File: config.mk
export PLATFORM = sky130hd
export DESIGN_NAME = hermite_rise_curve_generator_core
export DESIGN_NICKNAME = d
export VERILOG_FILES = /design/src/design/hrc_pkg.sv /design/src/design/hrc_mul.sv /design/src/design/hrc_div.sv /design/src/design/hrc_curve.sv /design/src/design/hermite_rise_curve_generator_core.sv
export SDC_FILE = /design/constraint.sdc
export NUM_CORES = 2
export LEC_CHECK = 0
export ABC_AREA = 0
export BUFFER_PORTS_ARGS = -buffer_cell sky130_fd_sc_hd__buf_2
export CORE_MARGIN = 2
export CORE_UTILIZATION = 30
export DETAILED_ROUTE_END_ITERATION = 8
export SYNTH_ARGS = -nofsm -noshare
export SYNTH_HDL_FRONTEND = slang
export SYNTH_SLANG_ARGS = --single-unit
File: constraint.sdc
create_clock -name clk -period 9.3 [get_ports clk]
set_input_delay 0.93 -clock clk [delete_from_list [all_inputs] [get_ports clk]]
set_output_delay 0.93 -clock clk [all_outputs]
set_load 0.01 [all_outputs]
File: src/design/hrc_pkg.sv
// shared types and constants for the hermite rise curve generator
// no dependencies; imported by every module of the block

package hrc_pkg;

    // field widths
    localparam int TIME_W  = 24;
    localparam int AMP_W   = 16;
    localparam int SPR_W   = 16;
    localparam int TAN_W   = 16;
    localparam int SUB_W   = 4;
    localparam int LEVEL_W = 24;
    localparam int CFG_W   = 24;
    localparam int ADDR_W  = 3;

    // internal arithmetic widths
    localparam int NUM_W  = 32;   // signed curve position numerator
    localparam int DEN_W  = 23;   // 6 * spread * substeps
    localparam int Q_W    = 16;   // curve position, Q0.16
    localparam int MUL_AW = 35;   // shared multiplier operand a, signed
    localparam int MUL_BW = 19;   // shared multiplier operand b, signed
    localparam int MUL_PW = MUL_AW + MUL_BW;
    localparam int ACC_W  = 51;   // Q44 polynomial accumulator

    // configuration register indexes
    localparam logic [ADDR_W-1:0] CFG_AMPLITUDE     = 3'd0;
    localparam logic [ADDR_W-1:0] CFG_MIDPOINT_TIME = 3'd1;
    localparam logic [ADDR_W-1:0] CFG_SPREAD        = 3'd2;
    localparam logic [ADDR_W-1:0] CFG_START_TANGENT = 3'd3;
    localparam logic [ADDR_W-1:0] CFG_END_TANGENT   = 3'd4;
    localparam logic [ADDR_W-1:0] CFG_SUBSTEPS      = 3'd5;

    // bit positions in the result tuser
    localparam int USER_RISE      = 0;
    localparam int USER_CURVE_END = 1;
    localparam int USER_W         = 2;

    // curve shape coefficients handed to the evaluator
    typedef struct packed {
        logic        [AMP_W-1:0] amplitude;
        logic signed [TAN_W-1:0] start_tangent;
        logic signed [TAN_W-1:0] end_tangent;
    } hrc_coef_t;

endpackage

File: src/design/hrc_mul.sv
// shared signed multiplier with registered product
// depends on hrc_pkg for operand widths

module hrc_mul import hrc_pkg::*;
(
    input  logic                     clk,
    input  logic signed [MUL_AW-1:0] a,
    input  logic signed [MUL_BW-1:0] b,
    output logic signed [MUL_PW-1:0] p
);

    logic signed [MUL_PW-1:0] p_reg;

    // one product per cycle, product registered
    always_ff @(posedge clk)
    begin
        p_reg <= a * b;
    end

    assign p = p_reg;

endmodule

File: src/design/hrc_div.sv
// radix-2 restoring divider giving floor(num * 2^16 / den) for 0 < num < den
// depends on hrc_pkg for widths; one quotient bit per cycle

module hrc_div import hrc_pkg::*;
(
    input  logic             clk,
    input  logic             rst_n,
    input  logic             start,
    input  logic [DEN_W-1:0] num,
    input  logic [DEN_W-1:0] den,
    output logic             done,
    output logic [Q_W-1:0]   q
);

    logic             busy_reg;
    logic             done_reg;
    logic [3:0]       cnt_reg;
    logic [DEN_W-1:0] rem_reg;
    logic [Q_W-1:0]   q_reg;
    logic [DEN_W:0]   rem_dbl;
    logic             fits;

    // shifted remainder against the divisor
    assign rem_dbl = {rem_reg, 1'b0};
    assign fits    = (rem_dbl >= {1'b0, den});

    // iteration control and datapath
    always_ff @(posedge clk or negedge rst_n)
    begin
        if (!rst_n)
        begin
            busy_reg <= 1'b0;
            done_reg <= 1'b0;
            cnt_reg  <= '0;
            rem_reg  <= '0;
            q_reg    <= '0;
        end
        else
        begin
            done_reg <= 1'b0;
            if (start)
            begin
                busy_reg <= 1'b1;
                cnt_reg  <= '0;
                rem_reg  <= num;
            end
            else if (busy_reg)
            begin
                if (fits)
                begin
                    rem_reg <= DEN_W'(rem_dbl - {1'b0, den});
                end
                else
                begin
                    rem_reg <= rem_dbl[DEN_W-1:0];
                end
                q_reg   <= {q_reg[Q_W-2:0], fits};
                cnt_reg <= cnt_reg + 4'd1;
                if (cnt_reg == 4'(Q_W - 1))
                begin
                    busy_reg <= 1'b0;
                    done_reg <= 1'b1;
                end
            end
        end
    end

    assign done = done_reg;
    assign q    = q_reg;

endmodule

File: src/design/hrc_curve.sv
// cubic hermite polynomial evaluator sequencing one shared multiplier
// depends on hrc_pkg and hrc_mul; steps through the states C_OP1 to C_FIN from start to done

module hrc_curve import hrc_pkg::*;
(
    input  logic                      clk,
    input  logic                      rst_n,
    input  logic                      start,
    input  logic [Q_W-1:0]            q,
    input  hrc_coef_t                 coef,
    output logic                      done,
    output logic signed [LEVEL_W-1:0] level
);

    typedef enum logic [3:0] {
        C_IDLE,
        C_OP1,
        C_OP2,
        C_OP3,
        C_OP4,
        C_OP5,
        C_OP6,
        C_OP7,
        C_ACC,
        C_OP8,
        C_FIN
    } cstate_t;

    cstate_t                    state_reg;
    logic [Q_W-1:0]             q_reg;
    logic [Q_W-1:0]             s2_reg;
    logic signed [ACC_W-1:0]    acc_reg;
    logic signed [LEVEL_W-1:0]  level_reg;
    logic                       done_reg;

    logic signed [MUL_AW-1:0]   mul_a;
    logic signed [MUL_BW-1:0]   mul_b;
    logic signed [MUL_PW-1:0]   mul_p;
    logic signed [17:0]         m;
    logic signed [29:0]         lvl_wide;

    // m = q - 1.0, always negative
    assign m        = $signed({2'b11, q_reg});
    assign lvl_wide = mul_p[MUL_PW-1:24];

    hrc_mul u_mul (
        .clk (clk),
        .a   (mul_a),
        .b   (mul_b),
        .p   (mul_p)
    );

    // operand selection per step
    always_comb
    begin
        mul_a = '0;
        mul_b = '0;
        case (state_reg)
            C_OP1:
            begin
                mul_a = {19'b0, q_reg};
                mul_b = {3'b0, q_reg};
            end
            C_OP2:
            begin
                mul_a = {{17{m[17]}}, m};
                mul_b = {m[17], m};
            end
            C_OP3:
            begin
                mul_a = mul_p[MUL_AW-1:0];
                mul_b = {3'b0, q_reg};
            end
            C_OP4:
            begin
                mul_a = mul_p[50:16];
                mul_b = {{3{coef.start_tangent[TAN_W-1]}}, coef.start_tangent};
            end
            C_OP5:
            begin
                mul_a = {19'b0, s2_reg};
                mul_b = 19'h30000 - {2'b00, q_reg, 1'b0};
            end
            C_OP6:
            begin
                mul_a = {19'b0, s2_reg};
                mul_b = {m[17], m};
            end
            C_OP7:
            begin
                mul_a = mul_p[MUL_AW-1:0];
                mul_b = {{3{coef.end_tangent[TAN_W-1]}}, coef.end_tangent};
            end
            C_OP8:
            begin
                mul_a = acc_reg[ACC_W-1:16];
                mul_b = {3'b0, coef.amplitude};
            end
            default:
            begin
                mul_a = '0;
                mul_b = '0;
            end
        endcase
    end

    // sequencer and accumulator
    always_ff @(posedge clk or negedge rst_n)
    begin
        if (!rst_n)
        begin
            state_reg <= C_IDLE;
            q_reg     <= '0;
            s2_reg    <= '0;
            acc_reg   <= '0;
            level_reg <= '0;
            done_reg  <= 1'b0;
        end
        else
        begin
            done_reg <= 1'b0;
            case (state_reg)
                C_IDLE:
                begin
                    if (start)
                    begin
                        q_reg     <= q;
                        state_reg <= C_OP1;
                    end
                end
                C_OP1:
                begin
                    state_reg <= C_OP2;
                end
                C_OP2:
                begin
                    // q squared, back to Q0.16
                    s2_reg    <= mul_p[31:16];
                    state_reg <= C_OP3;
                end
                C_OP3:
                begin
                    state_reg <= C_OP4;
                end
                C_OP4:
                begin
                    state_reg <= C_OP5;
                end
                C_OP5:
                begin
                    // start tangent term
                    acc_reg   <= mul_p[ACC_W-1:0];
                    state_reg <= C_OP6;
                end
                C_OP6:
                begin
                    // smoothstep term in Q44
                    acc_reg   <= acc_reg + {mul_p[38:0], 12'b0};
                    state_reg <= C_OP7;
                end
                C_OP7:
                begin
                    state_reg <= C_ACC;
                end
                C_ACC:
                begin
                    // end tangent term
                    acc_reg   <= acc_reg + mul_p[ACC_W-1:0];
                    state_reg <= C_OP8;
                end
                C_OP8:
                begin
                    state_reg <= C_FIN;
                end
                C_FIN:
                begin
                    // scale by amplitude and saturate
                    if (lvl_wide > 30'sd8388607)
                    begin
                        level_reg <= 24'sh7FFFFF;
                    end
                    else if (lvl_wide < -30'sd8388608)
                    begin
                        level_reg <= 24'sh800000;
                    end
                    else
                    begin
                        level_reg <= lvl_wide[LEVEL_W-1:0];
                    end
                    done_reg  <= 1'b1;
                    state_reg <= C_IDLE;
                end
                default:
                begin
                    state_reg <= C_IDLE;
                end
            endcase
        end
    end

    assign done  = done_reg;
    assign level = level_reg;

endmodule

File: src/design/hermite_rise_curve_generator_core.sv
// per frame: a set-up state, then per result the eval and load states on held or
// plateau samples, or also the divider (one quotient bit a cycle) and the shared
// multiplier steps on the rise; one frame at a time; the next frame is taken while
// the last result of a frame still waits in the output register; reset is
// asynchronous, active low, clears the curve state and output and returns the
// configuration registers to their defaults

module hermite_rise_curve_generator_core import hrc_pkg::*;
#(
    parameter int MAX_SUBSTEPS = 8
)
(
    input  logic                clk,
    input  logic                rst_n,
    // configuration writes
    input  logic                cfg_we,
    input  logic [ADDR_W-1:0]   cfg_addr,
    input  logic [CFG_W-1:0]    cfg_wdata,
    // frame input
    input  logic                s_tvalid,
    output logic                s_tready,
    input  logic [TIME_W-1:0]   s_tdata,   // [23:0] frame_time
    input  logic                s_tlast,   // last_frame
    // result output
    output logic                m_tvalid,
    input  logic                m_tready,
    output logic [LEVEL_W-1:0]  m_tdata,   // [23:0] level
    output logic [USER_W-1:0]   m_tuser,   // [0] rise_frame, [1] curve_end
    output logic                m_tlast    // last_substep
);

    localparam int SUB_CAP = (MAX_SUBSTEPS > 15) ? 15 : MAX_SUBSTEPS;

    typedef enum logic [2:0] {
        ST_IDLE,
        ST_SETUP,
        ST_EVAL,
        ST_DIV,
        ST_CURVE,
        ST_LOAD
    } state_t;

    // configuration registers
    logic [AMP_W-1:0]         amp_reg;
    logic [TIME_W-1:0]        mid_reg;
    logic [SPR_W-1:0]         spread_reg;
    logic signed [TAN_W-1:0]  st_tan_reg;
    logic signed [TAN_W-1:0]  end_tan_reg;
    logic [SUB_W-1:0]         sub_reg;

    // curve state and sequencer
    state_t                   state_reg;
    logic [TIME_W-1:0]        prev_reg;
    logic signed [LEVEL_W-1:0] held_reg;
    logic                     rdone_reg;
    logic                     rseen_reg;
    logic [TIME_W-1:0]        t_reg;
    logic                     last_reg;
    logic [SUB_W-1:0]         s_reg;
    logic [SUB_W-1:0]         k_reg;
    logic signed [NUM_W-1:0]  num_reg;
    logic signed [25:0]       step_reg;
    logic [DEN_W-1:0]         d_reg;
    logic                     rise_reg;
    logic                     dset_reg;
    logic signed [LEVEL_W-1:0] lvl_reg;

    // output register
    logic                     m_tvalid_reg;
    logic [LEVEL_W-1:0]       m_tdata_reg;
    logic [USER_W-1:0]        m_tuser_reg;
    logic                     m_tlast_reg;

    logic [SUB_W-1:0]         sub_nz;
    logic [SUB_W-1:0]         s_eff;
    logic [SPR_W-1:0]         sp;
    logic [17:0]              sp3;
    logic [18:0]              sp6;
    logic signed [24:0]       diff_pm;
    logic signed [24:0]       diff_tp;
    logic signed [24:0]       diff_tm;
    logic signed [26:0]       base;
    logic signed [26:0]       end_val;
    logic signed [NUM_W-1:0]  num0;
    logic [19:0]              sp_s;
    logic [DEN_W-1:0]         d_val;
    logic signed [LEVEL_W-1:0] plateau;
    logic                     num_ge_d;
    logic                     num_pos;
    logic                     last_sub;
    logic                     out_free;

    logic                     div_start;
    logic                     div_done;
    logic [Q_W-1:0]           div_q;
    logic                     curve_start;
    logic                     curve_done;
    logic signed [LEVEL_W-1:0] curve_level;
    hrc_coef_t                coef;

    // configuration writes
    always_ff @(posedge clk or negedge rst_n)
    begin
        if (!rst_n)
        begin
            amp_reg     <= '0;
            mid_reg     <= '0;
            spread_reg  <= 16'd256;
            st_tan_reg  <= '0;
            end_tan_reg <= '0;
            sub_reg     <= 4'd1;
        end
        else if (cfg_we)
        begin
            case (cfg_addr)
                CFG_AMPLITUDE:     amp_reg     <= cfg_wdata[AMP_W-1:0];
                CFG_MIDPOINT_TIME: mid_reg     <= cfg_wdata[TIME_W-1:0];
                CFG_SPREAD:        spread_reg  <= cfg_wdata[SPR_W-1:0];
                CFG_START_TANGENT: st_tan_reg  <= cfg_wdata[TAN_W-1:0];
                CFG_END_TANGENT:   end_tan_reg <= cfg_wdata[TAN_W-1:0];
                CFG_SUBSTEPS:      sub_reg     <= cfg_wdata[SUB_W-1:0];
                default:           ;
            endcase
        end
    end

    // substep count clamped to one..cap, spread never zero
    assign sub_nz = (sub_reg == '0) ? 4'd1 : sub_reg;
    assign s_eff  = (32'(sub_nz) > SUB_CAP) ? SUB_W'(SUB_CAP) : sub_nz;
    assign sp     = (spread_reg == '0) ? 16'd1 : spread_reg;
    assign sp3    = {1'b0, sp, 1'b0} + {2'b0, sp};
    assign sp6    = {1'b0, sp, 2'b0} + {2'b0, sp, 1'b0};

    // frame set-up terms: numerator at the previous time, per-substep step, divisor
    assign diff_pm = $signed({1'b0, prev_reg}) - $signed({1'b0, mid_reg});
    assign diff_tp = $signed({1'b0, t_reg}) - $signed({1'b0, prev_reg});
    assign diff_tm = $signed({1'b0, t_reg}) - $signed({1'b0, mid_reg});
    assign base    = $signed({diff_pm[24], diff_pm, 1'b0}) + $signed({9'b0, sp3});
    assign end_val = $signed({diff_tm[24], diff_tm, 1'b0}) + $signed({9'b0, sp3});
    assign num0    = $signed({{5{base[26]}}, base}) * $signed({28'b0, s_reg});
    assign sp_s    = {4'b0, sp} * {16'b0, s_reg};
    assign d_val   = {1'b0, sp_s, 2'b0} + {2'b0, sp_s, 1'b0};

    assign plateau  = {4'b0, amp_reg, 4'b0};
    assign num_ge_d = (num_reg >= $signed({9'b0, d_reg}));
    assign num_pos  = !num_reg[NUM_W-1] && (num_reg != '0);
    assign last_sub = (k_reg == s_reg);
    assign out_free = !m_tvalid_reg || m_tready;

    assign div_start   = (state_reg == ST_EVAL) && !rdone_reg && !num_ge_d && num_pos;
    assign curve_start = (state_reg == ST_DIV) && div_done;

    assign coef.amplitude     = amp_reg;
    assign coef.start_tangent = st_tan_reg;
    assign coef.end_tangent   = end_tan_reg;

    hrc_div u_div (
        .clk   (clk),
        .rst_n (rst_n),
        .start (div_start),
        .num   (num_reg[DEN_W-1:0]),
        .den   (d_reg),
        .done  (div_done),
        .q     (div_q)
    );

    hrc_curve u_curve (
        .clk   (clk),
        .rst_n (rst_n),
        .start (curve_start),
        .q     (div_q),
        .coef  (coef),
        .done  (curve_done),
        .level (curve_level)
    );

    // frame sequencer, curve state and output register
    always_ff @(posedge clk or negedge rst_n)
    begin
        if (!rst_n)
        begin
            state_reg    <= ST_IDLE;
            prev_reg     <= '0;
            held_reg     <= '0;
            rdone_reg    <= 1'b0;
            rseen_reg    <= 1'b0;
            t_reg        <= '0;
            last_reg     <= 1'b0;
            s_reg        <= 4'd1;
            k_reg        <= 4'd1;
            num_reg      <= '0;
            step_reg     <= '0;
            d_reg        <= '0;
            rise_reg     <= 1'b0;
            dset_reg     <= 1'b0;
            lvl_reg      <= '0;
            m_tvalid_reg <= 1'b0;
            m_tdata_reg  <= '0;
            m_tuser_reg  <= '0;
            m_tlast_reg  <= 1'b0;
        end
        else
        begin
            if (m_tvalid_reg && m_tready)
            begin
                m_tvalid_reg <= 1'b0;
            end
            case (state_reg)
                ST_IDLE:
                begin
                    if (s_tvalid)
                    begin
                        t_reg     <= s_tdata;
                        last_reg  <= s_tlast;
                        s_reg     <= s_eff;
                        state_reg <= ST_SETUP;
                    end
                end
                ST_SETUP:
                begin
                    // the frame's last sample decides the rise flags up front
                    num_reg   <= num0 + {{6{diff_tp[24]}}, diff_tp, 1'b0};
                    step_reg  <= {diff_tp, 1'b0};
                    d_reg     <= d_val;
                    rise_reg  <= !rdone_reg && !rseen_reg && (end_val > 27'sd0);
                    dset_reg  <= (end_val >= $signed({8'b0, sp6}));
                    k_reg     <= 4'd1;
                    state_reg <= ST_EVAL;
                end
                ST_EVAL:
                begin
                    if (rdone_reg)
                    begin
                        lvl_reg   <= plateau;
                        state_reg <= ST_LOAD;
                    end
                    else if (num_ge_d)
                    begin
                        lvl_reg   <= plateau;
                        held_reg  <= plateau;
                        state_reg <= ST_LOAD;
                    end
                    else if (num_pos)
                    begin
                        state_reg <= ST_DIV;
                    end
                    else
                    begin
                        lvl_reg   <= held_reg;
                        state_reg <= ST_LOAD;
                    end
                end
                ST_DIV:
                begin
                    if (div_done)
                    begin
                        state_reg <= ST_CURVE;
                    end
                end
                ST_CURVE:
                begin
                    if (curve_done)
                    begin
                        lvl_reg   <= curve_level;
                        held_reg  <= curve_level;
                        state_reg <= ST_LOAD;
                    end
                end
                ST_LOAD:
                begin
                    if (out_free)
                    begin
                        m_tvalid_reg                <= 1'b1;
                        m_tdata_reg                 <= lvl_reg;
                        m_tuser_reg[USER_RISE]      <= rise_reg;
                        m_tuser_reg[USER_CURVE_END] <= last_reg && last_sub;
                        m_tlast_reg                 <= last_sub;
                        if (last_sub)
                        begin
                            if (last_reg)
                            begin
                                // end of curve: state back to reset values
                                prev_reg  <= '0;
                                held_reg  <= '0;
                                rdone_reg <= 1'b0;
                                rseen_reg <= 1'b0;
                            end
                            else if (!rdone_reg)
                            begin
                                rseen_reg <= rseen_reg || rise_reg;
                                rdone_reg <= dset_reg;
                                prev_reg  <= t_reg;
                            end
                            state_reg <= ST_IDLE;
                        end
                        else
                        begin
                            k_reg     <= k_reg + 4'd1;
                            num_reg   <= num_reg + {{6{step_reg[25]}}, step_reg};
                            state_reg <= ST_EVAL;
                        end
                    end
                end
                default:
                begin
                    state_reg <= ST_IDLE;
                end
            endcase
        end
    end

    assign s_tready = (state_reg == ST_IDLE);
    assign m_tvalid = m_tvalid_reg;
    assign m_tdata  = m_tdata_reg;
    assign m_tuser  = m_tuser_reg;
    assign m_tlast  = m_tlast_reg;

endmodule

== Word level (Yosys, flattened, before mapping) ==
Index checks and enable logic that the tools add are counted.
Word-level totals
  flip-flop bits (word level): 523
  input bits: 57
  output and inout bits: 29
  logic and storage cells: 202
Cells by class
  add/subtract/negate cells: 16
  $mul: 3
  $lt $le $gt $ge: 7
  equal/unequal tests: 34
  mux-type cells: 57
  bitwise logic cells: 1
  reduce and logical (&&, ||, !) cells: 47
Operators by type and width (count)
  $mux 24: 13
  $pmux 35 s6: 1
  $pmux 51 s3: 1
  $pmux 19 s6: 1
  $add 51x51->51: 2
  $sub 24x24->25: 3
  $pmux 24 s3: 1
  $mux 23: 3
  $add 32x32->32: 2
  $mux 32: 2
  $pmux 32 s2: 1
  $add 26x19->27: 2
  $mul 35x19->54: 1
  $pmux 24 s2: 1
  $pmux 4 s10: 1
  $ge 32x24->1: 1
  $mul 27x5->32: 1
  $reduce_bool 32->1: 1
  $gt 30x24->1 const B: 1
  $lt 30x24->1 const B: 1
  $mux 4: 7
  $ge 27x20->1: 1
  $gt 27x1->1 const B: 1
  $ge 24x23->1: 1
  39 further kinds: 115

== Longest topological paths before layout ==
  depth after elaboration: 7
  depth in mapped cells: 45
  depth with buffers taken out: 44

== Hierarchy ==
From an unflattened synthesis, not the netlist that was laid out.
Second synthesis, totals
  cell total of the unflattened synthesis: 7763
  area total of the unflattened synthesis: 67418.4 um2
Modules (own cells, without submodules)
  hermite_rise_curve_generator_core: instances 1, cells an instance 3355, area each 29021.6 um2
  hrc_mul: instances 1, cells an instance 2578, area each 23954.2 um2
  hrc_curve: instances 1, cells an instance 1393, area each 10887.9 um2
  hrc_div: instances 1, cells an instance 437, area each 3554.7 um2

== Worst setup path before layout ==
OpenSTA, ideal clock, no wires.
  kind: register -> register
  start: reg u_curve.q_reg[4]
  end: reg u_curve.u_mul.p_reg[53] (netlist: u_curve.u_mul.p[53])
  setup time: 0.129 ns
  arrival: 9.278 ns
  path slack: -0.107 ns
  cell stages (with the launch flop): 37
  path buffers: 2
  clock period less this slack: 9.407 ns
  cell sequence: dfrtp_1 -> clkbuf_1 -> or4_1 -> nor4_1 -> nand2b_1 -> or4_1 -> xor2_1 -> nand2_1 -> nand3_1 -> clkbuf_1 -> nand2_1 -> fa_1 -> fa_1 -> inv_1 -> fa_1 -> fa_1 -> fa_1 -> fa_1 -> inv_1 -> fa_1 -> inv_1 -> ha_1 -> a21o_1 -> a21o_1 -> a21o_1 -> a21o_1 -> a21oi_1 -> nor2b_1 -> a221oi_1 -> o211ai_1 -> nand2_1 -> o211ai_1 -> a31oi_1 -> nor2b_1 -> o21a_1 -> o41ai_1 -> xnor2_1
On the way
  longest elaborated chain between the ends: 3
  elaborated cells on any way between the ends: 4
  classes of those cells: add/sub (1); mul (1); mux (2)
Ends and longest elaborated chain
  start: declaration: line hrc_curve.sv:30  | logic [Q_W-1:0] q_reg;
  start signal: assignment: line hrc_curve.sv:127  | q_reg <= q;
  $sub 18x17->19: line hrc_curve.sv:82  | mul_b = 19'h30000 - {2'b00, q_reg, 1'b0};
  $pmux 19 s6: line hrc_curve.sv:58  | case (state_reg)
  $mul 35x19->54 *: line hrc_mul.sv:17  | p_reg <= a * b;
  end signal: assignment: line hrc_mul.sv:17
  end: declaration: line hrc_mul.sv:12  | logic signed [MUL_PW-1:0] p_reg;
Mark *: on every way between the ends. The rest lies on a longest branch, timed or not.
A chain may end at the register's enable or synchronous reset.

== Worst setup path in the final report ==
  start: reg u_curve.q_reg[5]
  end: reg u_curve.u_mul.p_reg[53] (netlist: u_curve.u_mul.p[53])
The elaborated chain is that of the path after synthesis.

==> reports/qor.csv <==
stage,metric,value,unit
clocking,cts_buffer_depth,3,
grt,grt_max_degree,151,
sta,rsz0062_at_grt,true,
routing,first_iter_violations,3824,
sta,fin_crit_sh,98.2,%
power,p_comb_share,36.7,%
synth,syn_area_per_cell,8.75,um2
setup_path,cp_slowest_stage_delay,0.59,ns
clocking,cts.sink_count,522,
run_status,outcome,completed,
final_layout,final_cell_count_no_fill,10501,
sta,setup_violations,0,
synth,ys_warn_count,0,
sta,tightestPinTransition,1.21,ns
floorplan,start_util,30.3,%
synth,async_flop_share,89.7,%
routing,vias,53359,
final_layout,largest_reg_flops,54,
synth,yosys.area.top_type_share,23.7,%
clocking,path_clk_slew,0.06,ns
clocking,clock_latency,0.67,ns
synth,yosysMostFrequentCell,nand2_1,
synth,synth_seq_area_share,19.9,%
sta,min_period,9.14,ns
run,max-cap-violations,0,
setup_path,cp_slowest_cell,or4_4,
grt,grt_usage,19.0,%
setup_path,startpoint_type,register,
synth,synth_nets,8716,
final_layout,finalNetCount,8994,
grt,grt_pass1_wl,324000,um
floorplan,core,213000,um2
power,power.leakage,37.4,nW
synth,syn_area,64300,um2
floorplan,ioPinCount,86,
synth,synthTopCellsByCount,"1,087 x nand2_1, 1,019 x inv_1, 762 x fa_1",
synth,synth_area_leaders,"fa_1 24%, dfrtp_1 18%, ha_1 11%, nand2_1 6.3%, inv_1 5.9%",
floorplan,die-area,218000,um2
routing,wl,206000,um
synth,synth_ff_type,dfrtp_1,
power,switchingPower,0.00289,W
synth,syn_inst,7351,
setup_path,required,9.84,ns
sta,fin_tns_setup,0,ns
final_layout,areaGrowthSynthToFinish,14.5,%
power,intPower,0.00524,W
placement,globalplace.congestion,0.949,
worst_hold_path,hold_class,input port to async pin,
sta,fmax,109,MHz
routing,via_per_inst,5.08,
routing,postRouteAntennaNets,0,
final_layout,fin_area,73600,um2
grt,grt_overflow_total,0,
synth,synth_area_leader_cell,fa_1,
sta,slew_violations,0,
floorplan,row_count,169,
sta,hold_viol,0,
routing,wl_per_cell,19.6,um
routing,drc_errors,0,
power,p_sw_share,35.5,%
setup_path,path_class,register to register,
placement,placed_cell_area,70500,um2
clocking,cts_root_buf,clkbuf_16,
power,irDropWorstVdd,0.144,mV
synth,ys_ff_latch,522,
power,power_density,110,nW/um2
sta,finalClockSkew,0.0210,ns
setup_path,critPathCaptureType,register,
setup_path,worstPathMaxFanout,3,
setup_path,cp_common_cell,fa_1,
placement,dp_cells,10360,
setup_path,worst-path-buf-inv,8,
clocking,cts_inserted_buffers,66,
setup_path,cpLargestDelayFamily,adder cells,
clocking,cts_tree,done,
synth,synth.distinct_cells,90,
power,clkPwrFrac,33.6,%
power,sequentialPowerShare,29.7,%
final_layout,diodes,0,
setup_path,worstPathArrival,9.67,ns
synth,synth_edf_count,0,
routing,drt_pass1_iterations,6,
grt,antenna_found_initial,6,
placement,port_buffers,85,
sta,slew_headroom,18.9,%
grt,first_global_vias,55442,
final_layout,drive_gt1_share,12.3,%
floorplan,die_h,467,um
floorplan,die_x,467,um
placement,dp_hpwl,165000,um
clocking,h-tree-depth,3,
clocking,holdBufCountCts,0,
[final cells by class]
| cell class | count | area, um2 |
|---|---|---|
| Clock buffer | 93 | 1950 |
| Clock inverter | 26 | 297 |
| Tap cell | 2821 | 3530 |
| Timing Repair Buffer | 494 | 3830 |
| Multi-Input combinational cell | 5525 | 47400 |
| Inverter | 1020 | 3830 |
| Fill cell | 21861 | 139000 |
| Sequential cell | 522 | 12800 |
[final timing paths]
| check | startpoint | slack (ns) | endpoint | depth (start not counted) |
|---|---|---|---|---|
| setup / recovery | u_curve.q_reg[5] | 0.16 | u_curve.u_mul.p[53] | 39 |
| hold reg to reg | d_reg[4] | 0.47 | d_reg[4] | 2 |
| setup reg to reg | u_curve.q_reg[5] | 0.16 | u_curve.u_mul.p[53] | 39 |
| min in group clk | s_tdata[19] | 0.45 | t_reg[19] | 3 |
| hold / removal | rst_n | 0.29 | step_reg[25] | 1 |
| max in group asynchronous | rst_n | 7.03 | lvl_reg[19] | 3 |
[layer usage]
metal | global-route usage (%) | part of all wire [%] | vias up
met5 | 0 | 0.0063 | -
met4 | 7.41 | 4.7 | 2
met3 | 2.99 | 5.3 | 409
met2 | 31.9 | 47 | 1397
met1 | 24.4 | 43 | 26749
li1 | - | - | 24802
[timing repair]
item                       CTS  global route
resized for setup           12           133
setup endpoints to repair    8            29
setup buffers                2            19
pin swaps                   14            79
cloned                       0             1
[layout by cell type, fill, tap and decap left out, types with 23 or more instances in the layout]
cell type / synthesis / routed
o31ai_1: 26 / 25
or2_2: 25 / 24
or3_1: 27 / 25
mux2i_1: 44 / 44
inv_1: 1019 / 1009
a21o_1: 172 / 172
and3_1: 59 / 59
nand2b_1: 63 / 62
a211oi_1: 48 / 44
a21oi_1: 363 / 341
and2_1: 148 / 140
a22o_1: 27 / 27
buf_4: 0 / 381
clkbuf_16: 0 / 70
nand3_1: 112 / 109
o21a_1: 44 / 43
nor2b_1: 98 / 90
xor2_1: 120 / 115
a31oi_1: 70 / 68
xnor2_1: 229 / 218
a21oi_2: 2 / 23
nand2_1: 1087 / 1079
ha_1: 546 / 534
buf_2: 0 / 84
o21ai_0: 343 / 335
fa_1: 762 / 758
a22oi_1: 75 / 75
dfrtp_1: 464 / 464
nor2_1: 411 / 398
mux2_2: 150 / 150
buf_12: 0 / 23
o21bai_1: 41 / 39
nor3_1: 83 / 78
nand4_1: 48 / 48
dfxtp_1: 54 / 54
[power groups by stage]
| stage | clock [W] | combinational [W] | sequential (W) |
|---|---|---|---|
| after floorplan | 0 | 0.00187 | 0.00244 |
| after global placement | 0 | 0.00263 | 0.00245 |
| after detailed placement | 0 | 0.00270 | 0.00245 |
| after CTS | 0.00279 | 0.00272 | 0.00241 |
| after global routing | 0.00287 | 0.00331 | 0.00242 |
| final | 0.00273 | 0.00298 | 0.00241 |
[logic make-up after synthesis]
logic type      after synthesis  synth area share (%)
mux                         194                  3.31
xor+xnor                    352                  4.84
buf+inv                    1304                  7.62
fa+ha+maj                  1313                  34.4
flops                       522                  19.9
compound gates             1426                  14.2
simple gates               2240                  15.8
[metrics by stage]
step           power [W]  hold slack, ns  utilization, %  worst slack [ns]
2_1_floorplan    0.00431           0.422               -            0.0817
3_3_place_gp     0.00508           0.459            33.2            -0.588
3_5_place_dp     0.00515           0.463            33.2            -0.431
4_1_cts          0.00792           0.295            34.3           0.00557
5_1_grt          0.00860           0.335            34.6            -0.253
6_report         0.00813           0.295            34.6             0.165
(Power assumes the default switching activity.)
